--- src/hdl/rps_pkg.sv ---
// Shared types and constants for the readout packet sequencer.
`default_nettype none

package rps_pkg;

    localparam logic [7:0]  STATUS_TEMP   = 8'hA0;
    localparam logic [7:0]  STATUS_TS     = 8'h08;
    localparam int unsigned DATA_FLAG_BIT = 6;
    localparam logic [31:0] TAG_TEMP      = 32'h41437A00;
    localparam logic [31:0] TAG_TS        = 32'h454D4954;
    localparam logic [31:0] TAG_DATA      = 32'h41434841;

    localparam logic [7:0]  REC_START     = 8'h01;
    localparam logic [7:0]  REC_STOP      = 8'h02;
    localparam logic [7:0]  REC_TRIGGER   = 8'h10;

    localparam logic [31:0] CYCLE_RESET   = 32'hFFFF_FFFF;

    typedef enum logic [2:0] {
        CLASS_TEMP     = 3'd0,
        CLASS_TS       = 3'd1,
        CLASS_DROPPED  = 3'd2,
        CLASS_DATA     = 3'd3,
        CLASS_BAD_HDR  = 3'd4,
        CLASS_NO_EVENT = 3'd5
    } packet_class_t;

    typedef struct packed {
        logic [7:0]  status_byte;
        logic [31:0] tag_word;
        logic [7:0]  record_type;
        logic [15:0] raw_trigger_id;
        logic [7:0]  lda_cycle;
        logic [47:0] timestamp;
    } in_item_t;

    typedef struct packed {
        packet_class_t      packet_class;
        logic               new_event;
        logic signed [31:0] event_cycle;
        logic [15:0]        missed_triggers;
        logic               trigger_validated;
        logic               outside_acq;
        logic               acq_active;
        logic               ts_block_ready;
        logic [47:0]        start_ts;
        logic [47:0]        stop_ts;
        logic [47:0]        trig_ts;
    } out_item_t;

    typedef struct packed {
        logic [31:0] cycle_count;
        logic [15:0] trigger_count;
        logic        inside_acq;
        logic        event_open;
        logic [47:0] start_stamp;
        logic [47:0] stop_stamp;
        logic [47:0] trigger_stamp;
    } seq_state_t;

endpackage

`default_nettype wire

--- src/hdl/readout_packet_sequencer_unit.sv ---
// Top level of the readout packet sequencer: input register, core, result register.
// A packet held in the input register is classified combinationally by the core and then
// registered into the result register, which drives m_valid.
// Throughput: one packet per cycle while m_ready stays high; the input register advances
// whenever the result register is empty or being taken, so m_ready feeds s_ready directly.
// Reset (aresetn low, synchronous): both stages empty, cycle count -1,
// trigger count 0, acquisition off, no event open, captured timestamps zero.
`default_nettype none

module readout_packet_sequencer_unit (
    input  wire                aclk,
    input  wire                aresetn,
    input  wire                s_valid,
    output logic               s_ready,
    input  wire rps_pkg::in_item_t s_data,
    output logic               m_valid,
    input  wire                m_ready,
    output rps_pkg::out_item_t m_data
);

    rps_pkg::in_item_t   in_reg;
    logic                in_valid_reg;
    logic                in_valid_next;
    rps_pkg::out_item_t  out_reg;
    logic                out_valid_reg;
    logic                out_valid_next;
    rps_pkg::seq_state_t state_reg;
    rps_pkg::seq_state_t state_next;
    rps_pkg::out_item_t  core_result;
    logic                advance;
    logic                in_xfer;

    rps_core u_core (
        .item       (in_reg),
        .state      (state_reg),
        .result     (core_result),
        .state_next (state_next)
    );

    always_comb begin
        advance        = in_valid_reg && (!out_valid_reg || m_ready);
        s_ready        = !in_valid_reg || advance;
        in_xfer        = s_valid && s_ready;
        in_valid_next  = in_xfer || (in_valid_reg && !advance);
        out_valid_next = advance || (out_valid_reg && !m_ready);
    end

    always_ff @(posedge aclk) begin
        if (!aresetn) begin
            in_valid_reg  <= 1'b0;
            out_valid_reg <= 1'b0;
            state_reg     <= '{cycle_count:   rps_pkg::CYCLE_RESET,
                               trigger_count: 16'd0,
                               inside_acq:    1'b0,
                               event_open:    1'b0,
                               start_stamp:   48'd0,
                               stop_stamp:    48'd0,
                               trigger_stamp: 48'd0};
        end else begin
            in_valid_reg  <= in_valid_next;
            out_valid_reg <= out_valid_next;
            if (advance) begin
                state_reg <= state_next;
            end
        end
    end

    always_ff @(posedge aclk) begin
        if (in_xfer) begin
            in_reg <= s_data;
        end
        if (advance) begin
            out_reg <= core_result;
        end
    end

    assign m_valid = out_valid_reg;
    assign m_data  = out_reg;

    // released stamps only ever ride on a good data header
    a_release_on_data: assert property (@(posedge aclk) disable iff (!aresetn)
        (m_valid && m_data.ts_block_ready) |->
            (m_data.packet_class == rps_pkg::CLASS_DATA
             || m_data.packet_class == rps_pkg::CLASS_NO_EVENT))
        else $error("timestamps released on a non-data packet");

    // trigger status only on handled timestamp records
    a_trig_is_ts: assert property (@(posedge aclk) disable iff (!aresetn)
        (m_valid && (m_data.trigger_validated || m_data.outside_acq
                     || m_data.missed_triggers != 16'd0)) |->
            (m_data.packet_class == rps_pkg::CLASS_TS && m_data.trigger_validated))
        else $error("trigger status outside a trigger record");

    // a trigger outside acquisition or with skipped ids always opens an event
    a_forced_event: assert property (@(posedge aclk) disable iff (!aresetn)
        (m_valid && (m_data.outside_acq || m_data.missed_triggers != 16'd0)) |->
            m_data.new_event)
        else $error("forced event not flagged");

    // a result register that is stalled keeps the sequencer state frozen
    a_state_hold: assert property (@(posedge aclk) disable iff (!aresetn)
        (m_valid && !m_ready) |=> $stable(state_reg))
        else $error("state changed while output stalled");

endmodule

`default_nettype wire

--- src/hdl/rps_core.sv ---
// Packet classification and sequencer state update for one packet.
`default_nettype none

module rps_core (
    input  wire rps_pkg::in_item_t   item,
    input  wire rps_pkg::seq_state_t state,
    output rps_pkg::out_item_t       result,
    output rps_pkg::seq_state_t      state_next
);

    logic        is_temp;
    logic        is_ts;
    logic        rec_known;
    logic        is_trig;
    logic [15:0] missed;
    logic        forced;
    logic        open_mid;
    logic [7:0]  cyc_eff;
    logic        open_new;
    logic        stamps_full;

    always_comb begin
        is_temp   = (item.status_byte == rps_pkg::STATUS_TEMP)
                 && (item.tag_word == rps_pkg::TAG_TEMP);
        is_ts     = (item.status_byte == rps_pkg::STATUS_TS)
                 && (item.tag_word == rps_pkg::TAG_TS);
        rec_known = (item.record_type == rps_pkg::REC_START)
                 || (item.record_type == rps_pkg::REC_STOP)
                 || (item.record_type == rps_pkg::REC_TRIGGER);
        is_trig   = (item.record_type == rps_pkg::REC_TRIGGER);

        missed    = item.raw_trigger_id - state.trigger_count - 16'd1;
        forced    = is_trig && !state.inside_acq;
        open_mid  = state.event_open || (is_trig && (missed != 16'd0));
        cyc_eff   = forced ? (item.lda_cycle - 8'd1) : item.lda_cycle;
        open_new  = !open_mid || (state.cycle_count[7:0] != cyc_eff) || forced;

        stamps_full = (state.start_stamp[31:0] != 32'd0)
                   && (state.stop_stamp[31:0] != 32'd0)
                   && (state.trigger_stamp[31:0] != 32'd0);

        state_next = state;
        result     = '0;

        priority if (is_ts && rec_known) begin
            result.packet_class = rps_pkg::CLASS_TS;
            if (open_new && !forced) begin
                state_next.cycle_count = state.cycle_count + 32'd1;
            end
            state_next.event_open = open_mid || open_new;
            result.new_event      = open_new || (is_trig && (missed != 16'd0));
            unique case (item.record_type)
                rps_pkg::REC_START: begin
                    state_next.start_stamp = item.timestamp;
                    state_next.inside_acq  = 1'b1;
                end
                rps_pkg::REC_STOP: begin
                    state_next.stop_stamp = item.timestamp;
                    state_next.inside_acq = 1'b0;
                end
                default: begin
                    // counter jumps to id - 1, then counts this trigger
                    state_next.trigger_stamp  = item.timestamp;
                    state_next.trigger_count  = item.raw_trigger_id;
                    result.missed_triggers    = missed;
                    result.trigger_validated  = 1'b1;
                    result.outside_acq        = forced;
                end
            endcase
        end else if (is_temp) begin
            result.packet_class = rps_pkg::CLASS_TEMP;
        end else if (!item.status_byte[rps_pkg::DATA_FLAG_BIT]) begin
            result.packet_class = rps_pkg::CLASS_DROPPED;
        end else if (item.tag_word != rps_pkg::TAG_DATA) begin
            result.packet_class = rps_pkg::CLASS_BAD_HDR;
        end else begin
            result.packet_class = state.event_open ? rps_pkg::CLASS_DATA
                                                   : rps_pkg::CLASS_NO_EVENT;
            if (stamps_full) begin
                result.ts_block_ready    = 1'b1;
                result.start_ts          = state.start_stamp;
                result.stop_ts           = state.stop_stamp;
                result.trig_ts           = state.trigger_stamp;
                state_next.start_stamp   = '0;
                state_next.stop_stamp    = '0;
                state_next.trigger_stamp = '0;
            end
        end

        result.event_cycle = $signed(state_next.cycle_count);
        result.acq_active  = state_next.inside_acq;
    end

endmodule

`default_nettype wire

--- config.mk ---
export PLATFORM = sky130hd
export DESIGN_NAME = readout_packet_sequencer_unit
export DESIGN_NICKNAME = d
export VERILOG_FILES = /design/src/hdl/rps_pkg.sv /design/src/hdl/readout_packet_sequencer_unit.sv /design/src/hdl/rps_core.sv
export SDC_FILE = /design/constraint.sdc
export NUM_CORES = 1
export LEC_CHECK = 0
export ABC_CLOCK_PERIOD_IN_PS = 4510
export BUFFER_PORTS_ARGS = -buffer_cell sky130_fd_sc_hd__buf_4
export CORE_UTILIZATION = 48
export DETAILED_ROUTE_END_ITERATION = 8
export PLACE_DENSITY = 0.69
export SKIP_LAST_GASP = 1
export SLEW_MARGIN = 20
export SYNTH_ARGS = -nofsm -noshare
export SYNTH_HDL_FRONTEND = slang
export SYNTH_HIERARCHICAL = 1
export SYNTH_SLANG_ARGS = --single-unit
--- constraint.sdc ---
create_clock -name aclk -period 4.51 [get_ports aclk]
set_clock_uncertainty 0.1 [all_clocks]
set_input_delay 0.2255 -clock aclk [delete_from_list [all_inputs] [get_ports aclk]]
set_output_delay 0.2255 -clock aclk [all_outputs]
set_load 0.05 [all_outputs]
# [Yosys cells after proc, flatten, opt, wreduce, memory -nomap -nowiden]
# Cells that the tools add are included.
[word_totals] regBits=516 in_bits=124 output_inout_bits=202 word_cells=116
[classes] addsub=4 n_eq_ne=14 muxes=19 bitwise=4 reduce_logical=47
[op_table] op="144-bit two-way mux" n=5
[op_table] op="145-bit two-way mux" n=1
[op_table] op="48-bit two-way mux" n=3
[op_table] op="32-bit nonzero test" n=3
[op_table] op="32-bit by 31-bit == test with 1-bit output (second input constant)" n=2
[op_table] op="50-bit two-way mux" n=1
[op_table] op="32-bit by 1-bit adder with 32-bit output (second input constant)" n=1
[op_table] op="32-bit two-way mux" n=1
[op_table] op="32-bit by 31-bit inequality test with 1-bit output (second input constant)" n=1
[op_table] op="6-bit AND reduction" n=3
[op_table] op="16-bit two-way mux" n=1
[op_table] op="16-bit nonzero test" n=1
[op_table] op="16-bit by 1-bit subtractor with 16-bit output (second input constant)" n=1
[op_table] op="16-bit subtractor" n=1
[op_table] op="1-bit logical AND" n=12
[op_table] op="1-bit logical OR" n=11
[op_table] op="8-bit by 1-bit == test with 1-bit output (second input constant)" n=1
[op_table] op="8-bit by 2-bit == test with 1-bit output (second input constant)" n=1
[op_table] op="8-bit by 4-bit == test with 1-bit output (second input constant)" n=1
[op_table] op="8-bit by 5-bit == test with 1-bit output (second input constant)" n=1
[op_table] op="8-bit == test (second input constant)" n=1
[op_table] op="8-bit two-way mux" n=1
[op_table] op="8-bit inequality test" n=1
[op_table] op="8-bit by 1-bit subtractor with 8-bit output (second input constant)" n=1
[op_table] op="15 further kinds" n=32

# [Depth between registers and ports, before layout]
# Gate-level depths: netlist of the first run.
[logic_depth] depth_word=11 mapped_depth=17 ltp_nobuf=15

# [By module]
# The synthesis of the first run kept the hierarchy.
[modules_own_cells] mod="readout_packet_sequencer_unit" instances=1 cells_each=1178 area_each_um2=17361.7 seq_area_each_um2=13533.0
[modules_own_cells] mod="rps_core" instances=1 cells_each=995 area_each_um2=5745.5 seq_area_each_um2=0.0

# [Worst setup path before layout of the first run]
# Ideal clock, no wire load.
[synth_timing] path_kind="reg-to-reg" startpoint="reg out_valid_reg, in the netlist m_valid" endpoint="reg in_reg[0] (netlist bit) (enable)" setup_ns=0.493 t_arrival_ns=4.189 t_required_ns=3.917 path_slack_ns=-0.272 stages_incl_launch_ff=6 path_buffers=2 period_less_slack_ns=4.782 path_cell_list="dfxtp_1 -> nor2b_1 -> buf_2 -> buf_2 -> nand2_1 -> and2_1"
[synth_between] elab_chain_cells=5
[synth_rtl] element="start, declared" line_no="readout_packet_sequencer_unit.sv:25" rtl="logic out_valid_reg;"
[synth_rtl] element="start signal, assigned" line_no="readout_packet_sequencer_unit.sv:61" rtl="out_valid_reg <= out_valid_next;"
[synth_rtl] element="1-bit zero test" line_no="readout_packet_sequencer_unit.sv:41" rtl="advance = in_valid_reg && (!out_valid_reg || m_ready);"
[synth_rtl] element="1-bit logical OR" line_no="readout_packet_sequencer_unit.sv:41"
[synth_rtl] element="1-bit logical AND" line_no="readout_packet_sequencer_unit.sv:41"
[synth_rtl] element="1-bit logical OR" line_no="readout_packet_sequencer_unit.sv:42" rtl="s_ready = !in_valid_reg || advance;"
[synth_rtl] element="via s_ready" line_no="readout_packet_sequencer_unit.sv:14" rtl="output logic s_ready,"
[synth_rtl] element="1-bit logical AND" line_no="readout_packet_sequencer_unit.sv:43" rtl="in_xfer = s_valid && s_ready;"
[synth_rtl] element="via in_xfer" line_no="readout_packet_sequencer_unit.sv:31" rtl="logic in_xfer;"
[synth_rtl] element="end signal, assigned" line_no="readout_packet_sequencer_unit.sv:70" rtl="in_reg <= s_data;"
[synth_rtl] element="end, declared" line_no="readout_packet_sequencer_unit.sv:21" rtl="rps_pkg::in_item_t in_reg;"
# The timed path passes the listed nets, and every way through them passes these cells.
# A chain may end at the register's enable or synchronous reset.

==> results of run 1 <==
-- what timing repair did --
item | 4_1_cts | 5_1_grt
setup endpoints to repair | 0 | 29
endpoints found under the hold margin | 121 | 0
hold buffers | 121 | 0
gates resized for setup | 0 | 6
-- synth_stat cells (32+ instances only) --
cell type	n
nor4_1	36
o21ai_0	57
edfxtp_1	320
nand2_1	557
mux2i_1	165
xor2_1	32
inv_1	62
a22o_1	48
nor2_1	33
clkbuf_1	98
and2_1	147
nand3_1	118
dfxtp_1	196
buf_4	43
-- per-layer routing --
metal	up-vias	GRT usage [%]
met5	-	0
met4	0	7.392
met3	89	4.647
met2	528	38.29
met1	8403	29.50
li1	8243	-
-- metrics by stage --
stage	hold slack, ns	area (um^2)	setup WS (ns)	utilization [%]
5_1_grt	0.06067	28850	-0.004599	60.55
3_5_place_dp	0.3048	25800	0.1055	54.15
4_1_cts	0.007450	28820	0.08091	60.48
3_3_place_gp	0.3042	25800	0.3115	54.15
6_report	0.04268	28850	0.2824	60.55
2_1_floorplan	0.2244	23110	0.7625	-
-- layout make-up --
| type | count | share of cell area, % |
|---|---|---|
| antenna | 2 | 0.01735 |
| multi-input combinational | 1417 | 29.48 |
| clock buffer | 72 | 5.278 |
| clock inverter | 29 | 0.9758 |
| tap | 615 | 2.667 |
| timing repair buffer | 472 | 13.83 |
| inverter | 64 | 0.8370 |
| sequential | 516 | 46.91 |
-- kinds of logic (layout without fill, tap and decap cells) --
logic type / after synthesis / after routing
mux: 168 / 168
flops: 516 / 516
simple gates: 993 / 993
xor+xnor: 55 / 55
buf+inv: 240 / 637
fa+ha+maj: 18 / 18
other cells: 0 / 2
compound gates: 183 / 183
-- report_power, final --
part,internal (mW),total [mW],switching (mW)
combinational,0.341,0.882,0.541
clock,2.66,4.51,1.86
sequential,5.15,5.25,0.0952
total,8.15,10.6,2.49
-- cell usage in the layout (no fill, tap or decap), types with 3 or more instances in the layout --
cell type	n
or3_1	3
dlygate4sd3_1	121
a22o_1	48
clkbuf_8	4
o311ai_0	30
dfxtp_1	196
clkbuf_1	11
clkbuf_16	57
xnor2_1	23
nor4b_1	3
nor3b_1	3
o21ai_0	57
nand4_1	16
mux2i_1	165
clkinv_1	5
clkinv_2	15
nand4b_1	3
nor4_1	34
edfxtp_1	320
nand2_1	557
ha_1	17
nand3_1	116
nor2b_1	12
a21o_1	4
xor2_1	32
nor2_1	32
inv_1	62
nor4_2	9
nor3_1	22
a21oi_1	12
buf_4	339
and3_1	5
or4_4	3
bufinv_16	5
and2_1	146
o21a_1	6
o2111ai_1	3
buf_12	11
nand2b_1	3
-- worst max-delay path, cell delays in order, from the launching register on --
cell       delay (ns)
dfxtp_1          0.32
inv_1            0.08
ha_1             0.18
inv_1            0.06
fa_1             0.41
nor2b_2          0.17
o2111ai_1        0.17
a21oi_2          0.25
o21ba_1          0.17
o21ai_0          0.12
a2111oi_2        0.51
buf_4            0.20
a41oi_2          0.10
buf_4            0.30
nor4_2           0.30
xor2_1           0.25
inv_1            0.06
o311ai_0         0.35
-- worst min-delay path by stage --
stage / startpoint / endpoint / cells after the start
4_1_cts: aresetn / state_reg[21] / 3
3_5_place_dp: s_data[90] / in_reg[90] / 1
5_1_grt: aresetn / state_reg[23] / 3
6_report: aresetn / state_reg[30] / 3
3_3_place_gp: s_data[106] / in_reg[106] / 1
2_1_floorplan: s_data[0] / in_reg[0] / 0
==> summary.txt, run 1 <==
Status
  • Status: completed

Global routing
  • GRT Util Overall: 22.79%
  • Initial antenna violation count: 2
  • Vias in the first global route: 16,660
  • Largest net degree at the start of global routing: roughly 150
  • Congestion Overflow GR: 0
  • First-pass GRT wire length: 89,250 um

Critical path
  • Critical path class: reg -> reg
  • FF-to-FF End: state_reg[175]
  • FF-to-FF path depth: 17
  • Worst r2r src: state_reg[146]
  • CP endpoint kind: flip-flop
  • Setup crit end: state_reg[175]
  • CP Launch Point: state_reg[146]
  • Crit start category: flip-flop
  • R2r setup slk: 0.28 ns
  • Crit Path Max Fanout: 32
  • WP data arrival: 4.60 ns
  • Worst EP required: 4.89 ns

Pwr
  • Overall Power: 10.64 mW
  • Leak: 11.38 nW
  • Pwr Density: 368.9 nW/um^2
  • Max rail drop VDD: approximately 0.00045 V

Clocking
  • Clk Latency, worst-skew pair: 0.60 ns
  • CTS Buffer Depth: 3
  • Inserted Clock Buffers: 54
  • Root Buffer: clkbuf_16
  • Postcts setup bufs: 0
  • Clk slew on worst S/H paths: 0.07 ns
  • CTS tree: built
  • Htree depth: 2
  • CTS Sinks: roughly 520

Finish
  • Max reg flops: 200
  • Layout cells sized above 1: 18.29%
  • Filler cells: 3,821
  • Area growth syn-to-layout: 24.85%
  • Non-Filler Instances: 3,187
  • Footprint of the multi-input gates: 8506 um^2
  • Nets: ~2,700
  • Register area: 13,530 um^2

Synth
  • Simple logic cell fraction of the synthesized area: 20.41%
  • Netlist cell types: 65
  • Post-synthesis async set-or-reset flop share: 0%
  • EDFF count, synth: 320
  • Ys Warns: 6
  • Top_reg_cell synth: edfxtp_1
  • Biggest area consumer among synthesized cells: edfxtp_1
  • Largest family of logic cells by synthesized area: simple AND/OR/NAND/NOR gates
  • Synth Net Count: 2,315
  • Synthesized area per cell: 10.63 um^2
  • Sequential-to-total area share from yosys stat: roughly three fifths
  • Post-synthesis cell count: around 2,200
  • Post-synthesis mux area share: 7.294%
  • Synth area leaders: edfxtp_1 42%, dfxtp_1 17%, nand2_1 9.0%
  • Yosys top cell area share: approximately two fifths
  • Synth Area in Adders: 1.007%
  • XOR/XNOR Fraction of Synth Area: 2.085%
  • FF+latch count, synth: 516
  • Synth Area in Compound Gates: between 5 and 6%
  • Cell Area, Synth: 23,110 um^2

STA
  • Tcrit/Tclk final: 93.74%
  • Slew headroom: 36.79%
  • Setup TNS: 0 ns
  • Worst Tran Pin Value: 0.9481 ns
  • FMAX: 236.5 MHz
  • Final worst path period need: around 4.2 ns
  • Pins over their slew limit: 0
  • Finish-stage setup viols: 0
  • Endpoints failing hold: 0

Floorplanning
  • CORE AREA: 47,650 um^2
  • Die Area: 49,020 um^2
  • Initial Utilization: 48.50%
  • FP Rows: 80
  • Die span in y: between 200 and 250 um
  • Boundary Pins: 326
  • Die Span X: 221.4 um

Drt
  • WL met3: 3547 um
  • Vias/cell: 5.417
  • Routed WL: 57,600 um
  • Metal2 WL: 28,190 um
  • DRC errors left: 0
  • Drt first pass iters: 5
  • Top layer in use: met4
  • M1 wire length: between 20,000 and 25,000 um
  • Post-DR wirelength/cell: between 15 and 20 um
  • Post-route ant nets: 0
  • Initial DRC count: 1,281
  • Vias after detailed routing: between 15,000 and 20,000

Place
  • Global placement routability congestion: 0.8952
  • Post-DP HPWL: between 30,000 and 40,000 um
  • Port Buf Inserts: 325
  • Placed insts: 2,963

Job
  • Max-cap check violation count: 0

Worst hold path
  • Worst Hold Class: in -> reg
Power figures use the tool's default switching activity.
==> run 2: changes to the inputs <==
--- a/config.mk
+++ b/config.mk
@@ -7,9 +7,11 @@
 export LEC_CHECK = 0
 export ABC_CLOCK_PERIOD_IN_PS = 4510
 export BUFFER_PORTS_ARGS = -buffer_cell sky130_fd_sc_hd__buf_4
-export CORE_UTILIZATION = 48
+export CELL_PAD_IN_SITES_DETAIL_PLACEMENT = 0
+export CELL_PAD_IN_SITES_GLOBAL_PLACEMENT = 1
+export CORE_UTILIZATION = 45
 export DETAILED_ROUTE_END_ITERATION = 8
-export PLACE_DENSITY = 0.69
+export PLACE_DENSITY_LB_ADDON = 0.1
 export SKIP_LAST_GASP = 1
 export SLEW_MARGIN = 20
 export SYNTH_ARGS = -nofsm -noshare
==> summary.txt, run 2 (synthesis gave the netlist of run 1 again) <==
STA
  • FMAX: 244.0 MHz
  • RSZ-0062 raised after global routing: no
  • Final worst path period need: just over 4 ns
  • Finish-stage setup viols: 0
  • Slew headroom: between 30% and 40%
  • Endpoints failing hold: 0
  • Worst Tran Pin Value: 1.032 ns
  • Setup TNS: 0 ns
  • Setup WS post-layout: 0.4122 ns
  • Tcrit/Tclk final: 90.86%
  • Pins over their slew limit: 0

Clocking
  • Clk Latency, worst-skew pair: 0.59 ns
  • Postcts setup bufs: 0
  • CTS Buffer Depth: 3
  • Clk slew on worst S/H paths: 0.06 ns
  • Root Buffer: clkbuf_16
  • CTS Sinks: 516
  • CTS tree: built
  • Htree depth: 2
  • Inserted Clock Buffers: 54

Pwr
  • Psw: ~2.5 mW
  • Sequential Power Share: 49.2%
  • P_int: 8.177 mW
  • Switching share of power: 23.35%
  • Clk pwr share: 42.6%
  • Leak: around 11 nW
  • Combinational share of power: slightly above 8%
  • Max rail drop VDD: 0.0003854 V
  • Pwr Density: 369.1 nW/um^2

Floorplanning
  • Initial Utilization: between 40% and 50%
  • Boundary Pins: 326
  • CORE AREA: 50,380 um^2
  • FP Rows: just over 80
  • Die span in y: approximately 230 um
  • Die Span X: 228.6 um
  • Die Area: 52,260 um^2

Worst hold path
  • WHS Endpoint: state_reg[69]
  • Worst Hold Class: in -> reg
  • Min-delay src: aresetn
  • Worst Hold Path Cells: 3

Drt
  • Drt first pass iters: 6
  • Post-route ant nets: 0
  • Vias/cell: 5.245
  • Vias after detailed routing: ~17,000
  • DRC errors left: 0
  • Initial DRC count: 1,153
  • Post-DR wirelength/cell: 18.76 um
  • Routed WL: 60,920 um

Critical path
  • Worst EP required: 4.89 ns
  • Crit Path Max Fanout: 32
  • FF-to-FF path depth: 16
  • FF-to-FF End: state_reg[178]
  • Worst r2r src: in_reg[56]
  • R2r setup slk: 0.41 ns
  • Critical path class: reg -> reg
  • CP endpoint kind: flip-flop
  • Crit start category: flip-flop
  • WP data arrival: 4.48 ns

Place
  • Port Buf Inserts: 325
  • Dpl ws: 0.3575 ns
  • Global placement routability congestion: 0.8446
  • Post-DP HPWL: 37,950 um

Global routing
  • Congestion Overflow GR: 0
  • Vias in the first global route: between 15,000 and 20,000
  • GRT Util Overall: 22.81%
  • Initial antenna violation count: 1
  • First-pass GRT wire length: 93,900 um
  • Largest net degree at the start of global routing: 165

Finish
  • Layout cells sized above 1: 18.25%
  • Inserted Diodes: 0
  • Max reg flops: 200
  • Commonest non-fill, non-tap cells in the layout: 557 x nand2_1, 345 x buf_4, 320 x edfxtp_1
  • Nets: 2,671
  • Area growth syn-to-layout: 25.09%
  • Most common cell after layout, fill and taps aside: nand2_1
  • Filler cells: between 4,000 and 5,000

Job
  • Max-cap check violation count: 0

Status
  • Status: completed
==> run 2: changes by cell type in the layout (fill, tap and decap cells not counted), sizes merged <==
cell and delta:
clkbuf +8, clkinv -4, buf +2, bufinv -2
diode -2, dlygate4sd3 +2, inv -1
==> run 2: routing by layer <==
layer	vias to the layer above	track usage, %	wire [um]
met1	8273	31.03	27650
met5	-	0	8
met4	2	7.068	1483
li1	8241	-	-
met2	421	36.82	28520
met3	92	4.291	3264
==> run 2: layout make-up <==
class                           instances  area [um^2]  area share, %
Inverter                               64        242.7         0.8398
Timing Repair Buffer                  476         3976          13.76
Clock inverter                         22        182.7         0.6320
Clock buffer                           80         1644          5.688
Tap cell                              672        840.8          2.909
Multi-Input combinational cell       1417         8486          29.36
Sequential cell                       516        13530          46.82
==> run 2: power by group through the flow <==
stage | clock network (mW) | logic, mW | registers (mW)
floorplan | 0 | 0.393 | 5.48
global placement | 0 | 0.787 | 5.34
detailed placement | 0 | 0.796 | 5.34
CTS | 4.63 | 0.885 | 5.24
global route | 4.82 | 0.947 | 5.26
finish | 4.54 | 0.885 | 5.24
==> run 2: how the worst max path moves through the flow <==
| stage | from | endpoint | slack, ns | cells after the start |
|---|---|---|---|---|
| 5_1_grt | state_reg[146] | state_reg[178] | 0.04 | 17 |
| 3_3_place_gp | state_reg[146] | state_reg[178] | 0.45 | 17 |
| 2_1_floorplan | in_reg[56] | state_reg[175] | 0.76 | 16 |
| 3_5_place_dp | state_reg[146] | state_reg[187] | 0.36 | 17 |
| 4_1_cts | state_reg[146] | state_reg[178] | 0.29 | 17 |
| 6_report | in_reg[56] | state_reg[178] | 0.41 | 16 |
==> run 2: what timing repair did <==
action / CTS / global route
gates resized for setup: 0 / 2
endpoints found under the hold margin: 122 / 0
hold buffers: 123 / 0
setup endpoints to repair: 0 / 4
==> run 2: worst max-delay path, stage by stage, from the launching register on <==
cell and delay (ns):
edfxtp_1 0.39, ha_1 0.24, inv_1 0.07, fa_1 0.21, nor2b_1 0.08, o2111ai_1 0.27, a21oi_2 0.13, o21ba_1 0.21
or3_1 0.33, a2111oi_1 0.41, buf_4 0.20, a41oi_2 0.14, buf_12 0.22, nor4b_1 0.36, xor2_1 0.23, inv_1 0.06
o311ai_0 0.32
==> run 2: stage by stage <==
stage	power (mW)	util, %	instance area (um^2)	hold slack [ns]	cells
5_1_grt	11.03	57.38	28910	0.1786	3247
6_report	10.67	57.38	28910	0.1405	3247
2_1_floorplan	5.873	-	23110	0.2244	2173
4_1_cts	10.76	57.36	28900	0.1400	3247
3_3_place_gp	6.130	51.29	25840	0.3041	3022
3_5_place_dp	6.140	51.29	25840	0.3048	3022
==> run 3: changes to the inputs <==
--- a/config.mk
+++ b/config.mk
@@ -11,6 +11,7 @@
 export CELL_PAD_IN_SITES_GLOBAL_PLACEMENT = 1
 export CORE_UTILIZATION = 45
 export DETAILED_ROUTE_END_ITERATION = 8
+export MAX_ROUTING_LAYER = met4
 export PLACE_DENSITY_LB_ADDON = 0.1
 export SKIP_LAST_GASP = 1
 export SLEW_MARGIN = 20
==> constraint.sdc (replaced) <==
create_clock -name aclk -period 4.51 [get_ports aclk]
set_clock_uncertainty 0.1 [all_clocks]
set_input_delay 0.2255 -clock aclk [delete_from_list [all_inputs] [get_ports aclk]]
set_output_delay 0.2255 -clock aclk [all_outputs]
set_load 0.02 [all_outputs]
==> summary.txt, run 3 (synthesis gave the netlist of run 1 again) <==
Status
  • Status: completed

Global routing
  • GRT Util Overall: 23.30%
  • Largest net degree at the start of global routing: around 150
  • Vias in the first global route: around 17,000
  • Congestion Overflow GR: 0
  • Initial antenna violation count: 0
  • First-pass GRT wire length: approximately 93,000 um

Clocking
  • CTS Buffer Depth: 3
  • Clk Latency, worst-skew pair: 0.61 ns
  • Htree depth: 2
  • Root Buffer: clkbuf_16
  • CTS tree: built
  • CTS Sinks: around 520
  • Clk slew on worst S/H paths: roughly 0.06 ns
  • Inserted Clock Buffers: between 50 and 60

Floorplanning
  • Die Span X: between 200 and 250 um
  • Initial Utilization: 45.87%
  • CORE AREA: 50,380 um^2
  • Die Area: 52,260 um^2
  • Boundary Pins: 326
  • FP Rows: slightly above 80
  • Die span in y: 228.6 um

Critical path
  • CP endpoint kind: flip-flop
  • Worst EP required: 4.89 ns
  • WP data arrival: 4.55 ns
  • CP Launch Point: in_reg[56]
  • Critical path class: reg -> reg
  • Crit Path Max Fanout: 32
  • Worst r2r src: in_reg[56]
  • Crit start category: flip-flop

Drt
  • Vias after detailed routing: 17,020
  • Routed WL: 60,380 um
  • DRC errors left: 0
  • Drt first pass iters: 5
  • Initial DRC count: 1,190
  • Post-DR wirelength/cell: 18.61 um
  • Post-route ant nets: 0
  • Vias/cell: between 5 and 6

Finish
  • Nets: about 2,700
  • Max reg flops: 200
  • Fin area: 28,960 um^2
  • Commonest non-fill, non-tap cells in the layout: 557 x nand2_1, 342 x buf_4, 320 x edfxtp_1
  • Area growth syn-to-layout: 25.32%
  • Non-Filler Instances: 3,245
  • Layout cells sized above 1: between 10% and 20%
  • Inserted Diodes: 0
  • Most common cell after layout, fill and taps aside: nand2_1

STA
  • Tcrit/Tclk final: 92.37%
  • Slew headroom: 37.71%
  • Final worst path period need: 4.166 ns
  • FMAX: 240.0 MHz
  • RSZ-0062 raised after global routing: no
  • Endpoints failing hold: 0
  • Setup TNS: 0 ns
  • Worst Tran Pin Value: around 0.93 ns
  • Pins over their slew limit: 0
  • Finish-stage setup viols: 0

Place
  • Placed insts: about 3,000
  • Port Buf Inserts: 325
  • Post-DP HPWL: approximately 38,000 um
  • Placed Area: 25,830 um^2
  • Global placement routability congestion: around 0.86

Worst hold path
  • Min-delay src: m_ready
  • Worst Hold Class: in -> reg

Job
  • Max-cap check violation count: 0

Pwr
  • Pwr Density: 371.0 nW/um^2
  • Max rail drop VDD: slightly below 0.0003 V
  • Leak: 11.39 nW
run 3: cell type report:
cell class | count | area [um^2]
clock buffers | 65 | 1454
multi-input cells | 1417 | 8491
flip-flops and latches | 516 | 13530
well taps | 672 | 840.8
inverters | 64 | 242.7
fillers | 4267 | 21420
repair buffers | 472 | 3954
clock inverters | 39 | 442.9
run 3: worst paths after layout:
| check | slack, ns | depth (start not counted) | endpoint |
|---|---|---|---|
| setup / recovery | 0.34 | 16 | state_reg[178] |
| hold / removal | 0.06 | 3 | state_reg[172] |
| setup reg to reg | 0.34 | 16 | state_reg[178] |
| hold reg to reg | 0.35 | 2 | state_reg[157] |
run 3: through the flow:
stage	total power [mW]	utilization [%]	hold slack [ns]	setup slack, ns
6_report	10.74	57.48	0.06369	0.3439
5_1_grt	11.10	57.48	0.06597	0.009040
4_1_cts	10.85	57.45	0.02002	0.2050
3_5_place_dp	6.029	51.28	0.3049	0.2515
3_3_place_gp	6.020	51.28	0.3038	0.4384
2_1_floorplan	5.770	-	0.2244	0.09977
run 3: timing repair:
item / 4_1_cts / 5_1_grt
hold buffers: 121 / 0
buffers inserted: 0 / 0
endpoints found under the setup margin: 0 / 4
gates resized for setup: 0 / 3
endpoints found under the hold margin: 121 / 0
run 3: routing by layer:
metal	GRT usage, %	part of all wire [%]	vias to the layer above
met3	4.017	5.8	93
met1	30.54	45	8194
met2	37.26	47	481
li1	-	-	8251
met4	6.250	2.3	0
met5	-	0	-
run 3: critical path: stages (launching register included):
cell and delay (ns):
edfxtp_1 0.39, ha_1 0.22, inv_1 0.07, fa_1 0.19, nor2b_1 0.08, o2111ai_1 0.28
a21oi_2 0.14, o21ba_1 0.21, or3_1 0.35, a2111oi_2 0.40, buf_4 0.19, a41oi_2 0.10
buf_4 0.29, nor4b_1 0.40, xor2_1 0.23, inv_1 0.06, o311ai_0 0.34
run 3: where the power goes:
part	internal, mW	switching, mW	total, mW
Combinational	0.337	0.437	0.774
Clock	2.78	1.95	4.72
Sequential	5.15	0.0935	5.24
